`src/rtl/core/swrl_pkg.sv`:
```
// Package for the sliding-window rate limiter: field widths, deny causes
// and configuration register indexes. No dependencies.
`default_nettype none

package swrl_pkg;

   localparam int NOW_BITS      = 48;
   localparam int WAIT_BITS     = 16;
   localparam int CAUSE_BITS    = 2;
   localparam int CSR_IDX_BITS  = 2;
   localparam int CSR_DATA_BITS = 16;

   typedef logic [CAUSE_BITS-1:0]   cause_type;
   typedef logic [CSR_IDX_BITS-1:0] csr_idx_type;

   // deny causes
   localparam cause_type CAUSE_NONE     = 2'd0;
   localparam cause_type CAUSE_INTERVAL = 2'd1;
   localparam cause_type CAUSE_FULL     = 2'd2;

   // configuration register indexes
   localparam csr_idx_type REG_LIMIT_ENABLE = 2'd0;
   localparam csr_idx_type REG_MAX_PER_WIN  = 2'd1;
   localparam csr_idx_type REG_MIN_INTERVAL = 2'd2;

   localparam logic [WAIT_BITS-1:0] WAIT_MAX = 16'hFFFF;

endpackage

`default_nettype wire

```
`src/rtl/core/swrl_if.sv`:
```
// Request and response channel interfaces of the rate limiter.
// Depends on swrl_pkg.
`default_nettype none

interface swrl_req_if
   import swrl_pkg::*;
   ();
   logic                valid;
   logic                ready;
   logic [NOW_BITS-1:0] now_ms;

   modport source (output valid, output now_ms, input ready);
   modport sink   (input valid, input now_ms, output ready);
endinterface

interface swrl_rsp_if
   import swrl_pkg::*;
   ();
   logic                 valid;
   logic                 ready;
   logic                 granted;
   cause_type            deny_cause;
   logic [WAIT_BITS-1:0] wait_ms;

   modport source (output valid, output granted, output deny_cause, output wait_ms,
                   input ready);
   modport sink   (input valid, input granted, input deny_cause, input wait_ms,
                   output ready);
endinterface

`default_nettype wire

```
`src/rtl/core/swrl_alu.sv`:
```
// Shared add/subtract unit of the rate limiter sequencer.
// Stand-alone; no package needed.
`default_nettype none

module swrl_alu #(
   parameter int WIDTH = 49
) (
   input  wire logic [WIDTH-1:0] opa,
   input  wire logic [WIDTH-1:0] opb,
   input  wire logic             sub,
   output logic      [WIDTH-1:0] res,
   output logic                  borrow
);

   logic [WIDTH-1:0] opb_x;
   logic [WIDTH:0]   full;

   assign opb_x  = sub ? ~opb : opb;
   assign full   = {1'b0, opa} + {1'b0, opb_x} + (WIDTH+1)'(sub);
   assign res    = full[WIDTH-1:0];
   // opa < opb on a subtract
   assign borrow = sub & ~full[WIDTH];

endmodule

`default_nettype wire

```
`src/rtl/core/sliding_window_rate_limiter.sv`:
```
// Top level of the sliding-window rate limiter: grant-time FIFO in a memory,
// small sequencer driving one shared add/subtract unit. Uses swrl_pkg,
// swrl_req_if / swrl_rsp_if and swrl_alu.
//
//   channel  dir  handshake           payload
//   req      in   req.valid/ready     now_ms[47:0]
//   rsp      out  rsp.valid/ready     granted, deny_cause[1:0], wait_ms[15:0]
//   csr      in   csr_wr_en           csr_index[1:0], csr_wr_data[15:0]
//
// Steps: after accept an item runs the window start, the expiry pass
// (skipped while now_ms is below one window; pops each expired grant), the
// interval checks, the count check and on a window-full deny the wait step,
// then the result load; the pop rate is set by the single registered read
// port of the grant-time memory. With limit_enable low an item goes straight
// to the result load; the next accept is in the cycle after it at the earliest.
// Reset (synchronous, active high) empties the FIFO and loads register defaults;
// no clearing pass is needed since only entries inside the fill count are read.
// A result waiting in the output register does not stop the next accept;
// the result step holds only while that register is full and rsp.ready low.
`default_nettype none

module sliding_window_rate_limiter
   import swrl_pkg::*;
#(
   parameter int FIFO_DEPTH = 64,
   parameter int WINDOW_MS  = 60000,
   parameter int TIME_BITS  = 48
) (
   input  wire logic                     clock,
   input  wire logic                     reset,
   swrl_req_if.sink                      req,
   swrl_rsp_if.source                    rsp,
   input  wire logic                     csr_wr_en,
   input  wire csr_idx_type              csr_index,
   input  wire logic [CSR_DATA_BITS-1:0] csr_wr_data
);

   localparam int PTR_BITS = (FIFO_DEPTH > 1) ? $clog2(FIFO_DEPTH) : 1;
   localparam int CNT_BITS = $clog2(FIFO_DEPTH + 1);
   localparam int SUM_BITS = CNT_BITS + 1;
   localparam int CMP_BITS = (CNT_BITS > 7) ? CNT_BITS : 7;
   localparam int UW       = TIME_BITS + 1;   // unit width, one sign bit

   localparam logic [PTR_BITS-1:0] PTR_LAST = PTR_BITS'(FIFO_DEPTH - 1);
   localparam logic [SUM_BITS-1:0] DEPTH_S  = SUM_BITS'(FIFO_DEPTH);
   localparam logic [10:0]         DEPTH_L  = 11'(FIFO_DEPTH);
   localparam logic [UW-1:0]       WIN_U    = UW'(WINDOW_MS);

   // sequencer states
   localparam logic [3:0] S_IDLE   = 4'd0;
   localparam logic [3:0] S_START  = 4'd1;   // window start = now - window
   localparam logic [3:0] S_POP    = 4'd2;   // drop expired heads
   localparam logic [3:0] S_INTV1  = 4'd3;   // now - last grant
   localparam logic [3:0] S_INTV2  = 4'd4;   // min interval - elapsed
   localparam logic [3:0] S_BACK1  = 4'd5;   // time went backwards: last - now
   localparam logic [3:0] S_BACK2  = 4'd6;   // min interval + backward gap
   localparam logic [3:0] S_FULL   = 4'd7;   // count check, oldest - now
   localparam logic [3:0] S_WFULL  = 4'd8;   // window-full wait
   localparam logic [3:0] S_RESULT = 4'd9;

   function automatic logic [WAIT_BITS-1:0] sat_wait(input logic [UW-1:0] v);
      logic [63:0] v_x;
      v_x = 64'(v);
      sat_wait = (v_x[63:WAIT_BITS] != '0) ? WAIT_MAX : v_x[WAIT_BITS-1:0];
   endfunction

   logic [3:0]           state_ff, state_in;
   logic [TIME_BITS-1:0] now_ff, now_in;
   logic [TIME_BITS-1:0] start_ff, start_in;
   logic [UW-1:0]        acc_ff, acc_in;
   logic [PTR_BITS-1:0]  head_ff, head_in;
   logic [CNT_BITS-1:0]  count_ff, count_in;
   logic [TIME_BITS-1:0] last_ff, last_in;
   logic                 en_ff, en_in;
   logic [6:0]           max_ff, max_in;
   logic [15:0]          min_ff, min_in;
   cause_type            cause_ff, cause_in;
   logic [WAIT_BITS-1:0] wait_ff, wait_in;

   logic                 rsp_valid_ff, rsp_valid_in;
   logic                 rsp_granted_ff, rsp_granted_in;
   cause_type            rsp_cause_ff, rsp_cause_in;
   logic [WAIT_BITS-1:0] rsp_wait_ff, rsp_wait_in;

   logic [TIME_BITS-1:0] mem [FIFO_DEPTH];
   logic [TIME_BITS-1:0] rd_ff;   // mem[head], registered read
   logic                 mem_we;
   logic [PTR_BITS-1:0]  tail;
   logic [SUM_BITS-1:0]  tail_sum;

   logic [UW-1:0]        opa, opb, alu_res;
   logic                 alu_sub, alu_borrow;

   logic [63:0]          req_now_wide;
   logic [TIME_BITS-1:0] req_now;
   logic                 req_fire;
   logic                 out_free;
   logic                 window_full;
   logic [6:0]           max_wr;

   // time reduced to TIME_BITS
   assign req_now_wide = 64'(req.now_ms);
   assign req_now      = req_now_wide[TIME_BITS-1:0];

   assign req.ready   = (state_ff == S_IDLE);
   assign req_fire    = req.valid & req.ready;
   assign out_free    = ~rsp_valid_ff | rsp.ready;
   assign window_full = CMP_BITS'(count_ff) >= CMP_BITS'(max_ff);

   // tail = (head + count) mod depth, sum stays below twice the depth
   always_comb begin
      tail_sum = SUM_BITS'(head_ff) + SUM_BITS'(count_ff);
      if (tail_sum >= DEPTH_S) begin
         tail_sum = tail_sum - DEPTH_S;
      end
      tail = tail_sum[PTR_BITS-1:0];
   end

   // clamp of a max_per_window write to 1..depth
   always_comb begin
      max_wr = csr_wr_data[6:0];
      if (max_wr == 7'd0) begin
         max_wr = 7'd1;
      end
      if ({4'b0, max_wr} > DEPTH_L) begin
         max_wr = DEPTH_L[6:0];
      end
   end

   // operand select for the shared unit
   always_comb begin
      opa     = '0;
      opb     = '0;
      alu_sub = 1'b1;
      case (state_ff)
         S_START: begin
            opa = {1'b0, now_ff};
            opb = WIN_U;
         end
         S_POP: begin
            opa = {1'b0, rd_ff};
            opb = {1'b0, start_ff};
         end
         S_INTV1: begin
            opa = {1'b0, now_ff};
            opb = {1'b0, last_ff};
         end
         S_INTV2: begin
            opa = UW'(min_ff);
            opb = acc_ff;
         end
         S_BACK1: begin
            opa = {1'b0, last_ff};
            opb = {1'b0, now_ff};
         end
         S_BACK2: begin
            opa     = UW'(min_ff);
            opb     = UW'(sat_wait(acc_ff));
            alu_sub = 1'b0;
         end
         S_FULL: begin
            opa = {1'b0, rd_ff};
            opb = {1'b0, now_ff};
         end
         S_WFULL: begin
            // negative gap: oldest is in the past, keep signed; else saturate
            opa     = acc_ff[UW-1] ? acc_ff : UW'(sat_wait(acc_ff));
            opb     = WIN_U;
            alu_sub = 1'b0;
         end
         default: begin
            opa = '0;
         end
      endcase
   end

   swrl_alu #(
      .WIDTH (UW)
   ) u_alu (
      .opa    (opa),
      .opb    (opb),
      .sub    (alu_sub),
      .res    (alu_res),
      .borrow (alu_borrow)
   );

   // sequencer
   always_comb begin
      state_in       = state_ff;
      now_in         = now_ff;
      start_in       = start_ff;
      acc_in         = acc_ff;
      head_in        = head_ff;
      count_in       = count_ff;
      last_in        = last_ff;
      en_in          = en_ff;
      max_in         = max_ff;
      min_in         = min_ff;
      cause_in       = cause_ff;
      wait_in        = wait_ff;
      mem_we         = 1'b0;
      rsp_valid_in   = rsp_valid_ff & ~rsp.ready;
      rsp_granted_in = rsp_granted_ff;
      rsp_cause_in   = rsp_cause_ff;
      rsp_wait_in    = rsp_wait_ff;

      unique case (state_ff)
         S_IDLE: begin
            if (req_fire) begin
               now_in   = req_now;
               cause_in = CAUSE_NONE;
               wait_in  = '0;
               state_in = en_ff ? S_START : S_RESULT;
            end
         end
         S_START: begin
            start_in = alu_res[TIME_BITS-1:0];
            // before the first full window nothing expires
            state_in = alu_borrow ? S_INTV1 : S_POP;
         end
         S_POP: begin
            if (count_ff != '0 && alu_borrow) begin
               head_in  = (head_ff == PTR_LAST) ? '0 : head_ff + 1'b1;
               count_in = count_ff - 1'b1;
            end else begin
               state_in = S_INTV1;
            end
         end
         S_INTV1: begin
            acc_in = alu_res;
            if (last_ff == '0) begin
               state_in = S_FULL;           // no grant yet
            end else if (alu_borrow) begin
               state_in = S_BACK1;
            end else begin
               state_in = S_INTV2;
            end
         end
         S_INTV2: begin
            if (!alu_borrow && alu_res != '0) begin
               cause_in = CAUSE_INTERVAL;
               wait_in  = alu_res[WAIT_BITS-1:0];
               state_in = S_RESULT;
            end else begin
               state_in = S_FULL;
            end
         end
         S_BACK1: begin
            acc_in   = alu_res;
            state_in = S_BACK2;
         end
         S_BACK2: begin
            cause_in = CAUSE_INTERVAL;
            wait_in  = sat_wait(alu_res);
            state_in = S_RESULT;
         end
         S_FULL: begin
            if (window_full) begin
               acc_in   = alu_res;
               cause_in = CAUSE_FULL;
               state_in = S_WFULL;
            end else begin
               mem_we   = 1'b1;
               count_in = count_ff + 1'b1;
               last_in  = now_ff;
               state_in = S_RESULT;
            end
         end
         S_WFULL: begin
            if (acc_ff[UW-1]) begin
               // already expired by the time of the retry: no wait
               wait_in = (alu_res[UW-1] || alu_res == '0) ? '0 : alu_res[WAIT_BITS-1:0];
            end else begin
               wait_in = sat_wait(alu_res);
            end
            state_in = S_RESULT;
         end
         S_RESULT: begin
            if (out_free) begin
               rsp_valid_in   = 1'b1;
               rsp_granted_in = (cause_ff == CAUSE_NONE);
               rsp_cause_in   = cause_ff;
               rsp_wait_in    = wait_ff;
               state_in       = S_IDLE;
            end
         end
         default: begin
            state_in = S_IDLE;
         end
      endcase

      // register writes, each also clears the history
      if (csr_wr_en) begin
         case (csr_index)
            REG_LIMIT_ENABLE: begin
               en_in    = csr_wr_data[0];
               head_in  = '0;
               count_in = '0;
               last_in  = '0;
            end
            REG_MAX_PER_WIN: begin
               max_in   = max_wr;
               head_in  = '0;
               count_in = '0;
               last_in  = '0;
            end
            REG_MIN_INTERVAL: begin
               min_in   = csr_wr_data[15:0];
               head_in  = '0;
               count_in = '0;
               last_in  = '0;
            end
            default: begin
               en_in = en_ff;
            end
         endcase
      end
   end

   always_ff @(posedge clock) begin
      if (reset) begin
         state_ff     <= S_IDLE;
         head_ff      <= '0;
         count_ff     <= '0;
         last_ff      <= '0;
         en_ff        <= 1'b1;
         max_ff       <= 7'd60;
         min_ff       <= 16'd300;
         rsp_valid_ff <= 1'b0;
      end else begin
         state_ff     <= state_in;
         head_ff      <= head_in;
         count_ff     <= count_in;
         last_ff      <= last_in;
         en_ff        <= en_in;
         max_ff       <= max_in;
         min_ff       <= min_in;
         rsp_valid_ff <= rsp_valid_in;
      end
   end

   always_ff @(posedge clock) begin
      now_ff         <= now_in;
      start_ff       <= start_in;
      acc_ff         <= acc_in;
      cause_ff       <= cause_in;
      wait_ff        <= wait_in;
      rsp_granted_ff <= rsp_granted_in;
      rsp_cause_ff   <= rsp_cause_in;
      rsp_wait_ff    <= rsp_wait_in;
   end

   // grant-time memory: one write, one registered read following the head
   always_ff @(posedge clock) begin
      if (mem_we) begin
         mem[tail] <= now_ff;
      end
      rd_ff <= mem[head_in];
   end

   assign rsp.valid      = rsp_valid_ff;
   assign rsp.granted    = rsp_granted_ff;
   assign rsp.deny_cause = rsp_cause_ff;
   assign rsp.wait_ms    = rsp_wait_ff;

endmodule

`default_nettype wire

```
`src/flat_wrapper.sv`:
```
// flat-port wrapper written by rule: the top's interface ports become plain ports
module sliding_window_rate_limiter_flat import swrl_pkg::*;
#(
   parameter int FIFO_DEPTH = 64,
   parameter int WINDOW_MS  = 60000,
   parameter int TIME_BITS  = 48
)
  (clock, reset, csr_wr_en, csr_index, csr_wr_data, req_valid, req_now_ms, req_ready, rsp_valid, rsp_granted, rsp_deny_cause, rsp_wait_ms, rsp_ready);
  swrl_req_if req_i ();
  swrl_rsp_if rsp_i ();
  input  wire logic clock;
  input  wire logic reset;
  input  wire logic csr_wr_en;
  input  wire csr_idx_type csr_index;
  input  wire logic [CSR_DATA_BITS-1:0] csr_wr_data;
  input wire logic [$bits(req_i.valid)-1:0] req_valid;
  input wire logic [$bits(req_i.now_ms)-1:0] req_now_ms;
  output wire logic [$bits(req_i.ready)-1:0] req_ready;
  output wire logic [$bits(rsp_i.valid)-1:0] rsp_valid;
  output wire logic [$bits(rsp_i.granted)-1:0] rsp_granted;
  output wire logic [$bits(rsp_i.deny_cause)-1:0] rsp_deny_cause;
  output wire logic [$bits(rsp_i.wait_ms)-1:0] rsp_wait_ms;
  input wire logic [$bits(rsp_i.ready)-1:0] rsp_ready;
  assign req_i.valid = req_valid;
  assign req_i.now_ms = req_now_ms;
  assign req_ready = req_i.ready;
  assign rsp_valid = rsp_i.valid;
  assign rsp_granted = rsp_i.granted;
  assign rsp_deny_cause = rsp_i.deny_cause;
  assign rsp_wait_ms = rsp_i.wait_ms;
  assign rsp_i.ready = rsp_ready;
  sliding_window_rate_limiter #(.FIFO_DEPTH(FIFO_DEPTH), .WINDOW_MS(WINDOW_MS), .TIME_BITS(TIME_BITS)) u_core (.clock(clock), .reset(reset), .req(req_i), .rsp(rsp_i), .csr_wr_en(csr_wr_en), .csr_index(csr_index), .csr_wr_data(csr_wr_data));
endmodule
```
`config.mk`:
```
export PLATFORM = sky130hd
export DESIGN_NAME = sliding_window_rate_limiter_flat
export DESIGN_NICKNAME = d
export VERILOG_FILES = /design/src/rtl/core/swrl_pkg.sv /design/src/rtl/core/swrl_if.sv /design/src/rtl/core/swrl_alu.sv /design/src/rtl/core/sliding_window_rate_limiter.sv /design/src/flat_wrapper.sv
export SDC_FILE = /design/constraint.sdc
export NUM_CORES = 2
export LEC_CHECK = 0
export BUFFER_PORTS_ARGS = -buffer_cell sky130_fd_sc_hd__buf_2
export CAP_MARGIN = 20
export CORE_MARGIN = 2
export CORE_UTILIZATION = 50
export DETAILED_ROUTE_END_ITERATION = 8
export HOLD_SLACK_MARGIN = 0.05
export PLACE_DENSITY_LB_ADDON = 0.08
export SETUP_SLACK_MARGIN = 0.4
export SLEW_MARGIN = 10
export SYNTH_ARGS = -nofsm -noshare
export SYNTH_HDL_FRONTEND = slang
export SYNTH_SLANG_ARGS = --single-unit
```
`constraint.sdc`:
```
create_clock -name clock -period 10.4 [get_ports clock]
set_input_delay 1.04 -clock clock [delete_from_list [all_inputs] [get_ports clock]]
set_output_delay 1.04 -clock clock [all_outputs]
set_load 0.05 [all_outputs]
```
==> flow_summary.toml <==
[drt]
drt_pass1_iterations = 7
drcViolationCount = 0
route.final.wire_length_mm = 492
drt_first_iter_violations = 13416
wl_per_cell_um = 36.2
via_per_inst = 6.57
final_antenna_net_count = 0
vias = 89474

[pwr]
leakagePower_uw = 0.0555
ir_worst_vdd_mv = 0.202
power_per_cell_area_nw_per_um2 = 237

[die]
placeableCoreArea_um2 = 270000
die_x_um = 525
floorplan.rows = 191
starting_density_pct = 50.2
io_pins = 92
die_h_um = 525
dieArea_um2 = 275000

[cts]
clock_latency_ps = 960
hold_buffers = 0
cells_resized_by_post_cts_repair = 0
number_of_buffers_inserted_during_clock_tree_synthesis = 351
postCtsSetupBuffers = 0
worst_setup_hold_path_clk_slew_ps = 60
cts-root-buf = "clkbuf_16"
cts_sinks = 3392
clock_tree.htree_level_count = 5
cts_tree = "yes"
clock_tree.buffer_depth = 4

[timing]
holdWs_ps = 252
timing.slew.headroom_pct = 13.0
hold_violations = 0
setup_viol_count_final = 0
worst_slew_pin_slew_ps = 1300
finalCritPeriodShare_pct = 90.1
timing.final.crit_period_ps = 9370
achievable-frequency_ghz = 0.107
final_max_slew_viol_count = 0
fin_skew_ps = 42.3
rsz0062_at_grt = "false"
setup_tns_ps = 0

[critical_path]
timing.critical_path.arrival_ps = 10180
cp_cell_sequence = "nor4_1 > nand4_1 > nor3_1 > nor2_1 > buf_4 > o21ai_0 > nand3_1 > ha_1 > a211o_1 > a221o_1 > a21o_1 > or3_4 > a221oi_2 > a21boi_1 > nor2_2 > o211a_4 > buf_4 > o22ai_1 > nor4_1 > nor3_1 > or4_1"
worstPathMaxFanout = 42
r2r_start = "u_core.acc_ff[48]"
cp-end-kind = "flop"
critPathLaunch = "u_core.acc_ff[48]"
critical_path.max_stage_delay_ps = 1050
required_time_reported_for_the_critical_path_endpoint_ps = 11200
critical_path.slowest_cell = "o211a_4"
worst_setup_path_type = "flop to flop"
crit_buf_inv = 2
critical-path-top-delay-family = "simple AND/OR/NAND/NOR gates"
worst_setup_path_start_kind = "flop"

[synthesis]
synthXorXnorAreaFrac_pct = 0.362
post_synth_num_cell_types = 84
synth_edf_count = 3254
synth.ff_latch_count = 3392
synth_compound_gate_area_share_pct = 7.59
yosys_warnings = 0
post_synth_mux_area_share_pct = 5.84
synth_nets = 9662
postSynthAreaPerCell_um2 = 14.2
share_of_flip_flops_with_an_asynchronous_set_or_reset_pct = 0
synthSimpleGateAreaFrac_pct = 9.44
yosys.area_share.adder_pct = 0.621
main_combinational_cell_family_by_area_after_synthesis = "simple AND/OR/NAND/NOR gates"
syn_inst = 9525
synth.yosys.seq_area_share_pct = 74.2
synthesis.area_um2 = 135000
ys_dominant_reg_cell = "edfxtp_1"

[global_routing]
grt_antenna_before_repair = 16
grt_pass1_wl_mm = 673
grt_overflow_total = 0
gr-usage-met1_pct = 48.0
grt_pass1_vias = 83530
grt_use_met2_pct = 53.7
grt_util_met3_pct = 7.28
grt_util_all_layers_pct = 34.9
largest_net_degree_at_the_start_of_global_routing = 144
global_route_layer_with_the_greatest_usage = "met2"

[flow_run]
maxCapViolations = 0

[placement]
port_buffers = 91
place.gp.congestion = 0.927
place.detailed.hpwl_mm = 276

[finish]
drive_above_1_share_pct = 10.8
area_added_between_synthesis_and_finish_pct = 13.3
fill_cells = 21312
final_nets = 9867

[run_status]
run_status = "completed"

[min_path]
hold_startpoint = "req_now_ms[31]"
holdCritPathClass = "input port to flop"
[report_power, final]
| group | total [µW] | switching, µW | internal (µW) |
|---|---|---|---|
| combinational | 7470 | 5380 | 2090 |
| sequential | 16600 | 324 | 16200 |
| clock | 12400 | 5400 | 7010 |
| total | 36400 | 11100 | 25300 |
[area by class of cell]
| type | count | area, µm² | area share, % |
|---|---|---|---|
| Antenna cell | 13 | 32.5 | 0.0212 |
| Clock buffer | 452 | 9420 | 6.14 |
| Clock inverter | 202 | 1830 | 1.19 |
| Inverter | 51 | 191 | 0.125 |
| Multi-Input combinational cell | 5488 | 33000 | 21.5 |
| Sequential cell | 3392 | 100000 | 65.5 |
| Tap cell | 3570 | 4470 | 2.91 |
| Timing Repair Buffer | 446 | 4040 | 2.63 |
[flip-flops by register name, indices dropped and copies added, names as in the netlist, 6 cells and up]
signal              flops
u_core.max_ff           7
u_core.rd_ff           48
u_core.start_ff        48
u_core.acc_ff          49
u_core.wait_ff         16
u_core.now_ff          48
u_core.last_ff         48
u_core.min_ff          16
u_core.rsp.wait_ms     16
u_core.mem           3072
u_core.count_ff         7
u_core.head_ff          6
[per-layer routing]
| layer | vias to the layer above | part of all wire [%] |
|---|---|---|
| met2 | 5419 | 45 |
| li1 | 36946 | - |
| met3 | 934 | 10 |
| met4 | 0 | 5.1 |
| met5 | - | 0 |
| met1 | 46175 | 39 |
[cell families (layout without fill, tap and decap cells)]
logic type / Yosys count / count (layout)
mux: 786 / 786
buf+inv: 645 / 1151
simple gates: 2866 / 2866
compound gates: 1714 / 1714
xor+xnor: 56 / 56
flops: 3392 / 3392
other cells: 0 / 13
fa+ha+maj: 66 / 66
[layout by cell type, fill, tap and decap left out, types with 79 or more instances in the layout]
| cell | instances |
|---|---|
| clkinv_1 | 82 |
| dfxtp_1 | 138 |
| nor3_1 | 202 |
| clkbuf_16 | 354 |
| buf_2 | 92 |
| edfxtp_1 | 3254 |
| o22ai_1 | 380 |
| o21ai_0 | 94 |
| nor2_1 | 102 |
| nor4_1 | 396 |
| buf_4 | 285 |
| mux2i_1 | 751 |
| a21oi_1 | 909 |
| clkbuf_1 | 79 |
| nand2_1 | 1810 |
[stage by stage]
stage / util [%] / setup slack (ps) / area, µm² / total power (µW) / instances
floorplan: - / 2320 / 135000 / 21000 / 9525
global route: 56.8 / 849 / 153000 / 37400 / 13602
detailed placement: 52.6 / 1440 / 142000 / 24000 / 12944
finish: 56.8 / 1030 / 153000 / 36400 / 13614
CTS: 56.8 / 1420 / 153000 / 36300 / 13598
global placement: 52.5 / 1240 / 142000 / 24000 / 12930
[path summary, 6_finish.rpt]
check	endpoint	slack [ps]	depth (start not counted)
worst min-delay path	u_core.now_ff[31]	250	1
worst max register to register	u_core.rd_ff[26]	1030	21
worst min register to register	u_core.rsp.wait_ms[4]	430	0
worst max-delay path	u_core.rd_ff[26]	1030	21
[Yosys cell counts, drive strengths merged, types with 49 or more instances]
library cell / number / share of area (%)
buf: 217 / 0.80
clkbuf: 377 / 1.0
o22ai: 380 / 1.8
nor4: 396 / 1.8
o21ai: 96 / 0.36
nor2: 171 / 0.48
edfxtp: 3254 / 72
nand2: 1816 / 5.0
nand3: 49 / 0.18
dfxtp: 138 / 2.0
a222oi: 58 / 0.43
ha: 64 / 0.59
nor3: 205 / 0.76
mux2i: 751 / 5.5
a21oi: 910 / 3.4
inv: 51 / 0.14
(Power assumes the default switching activity.)
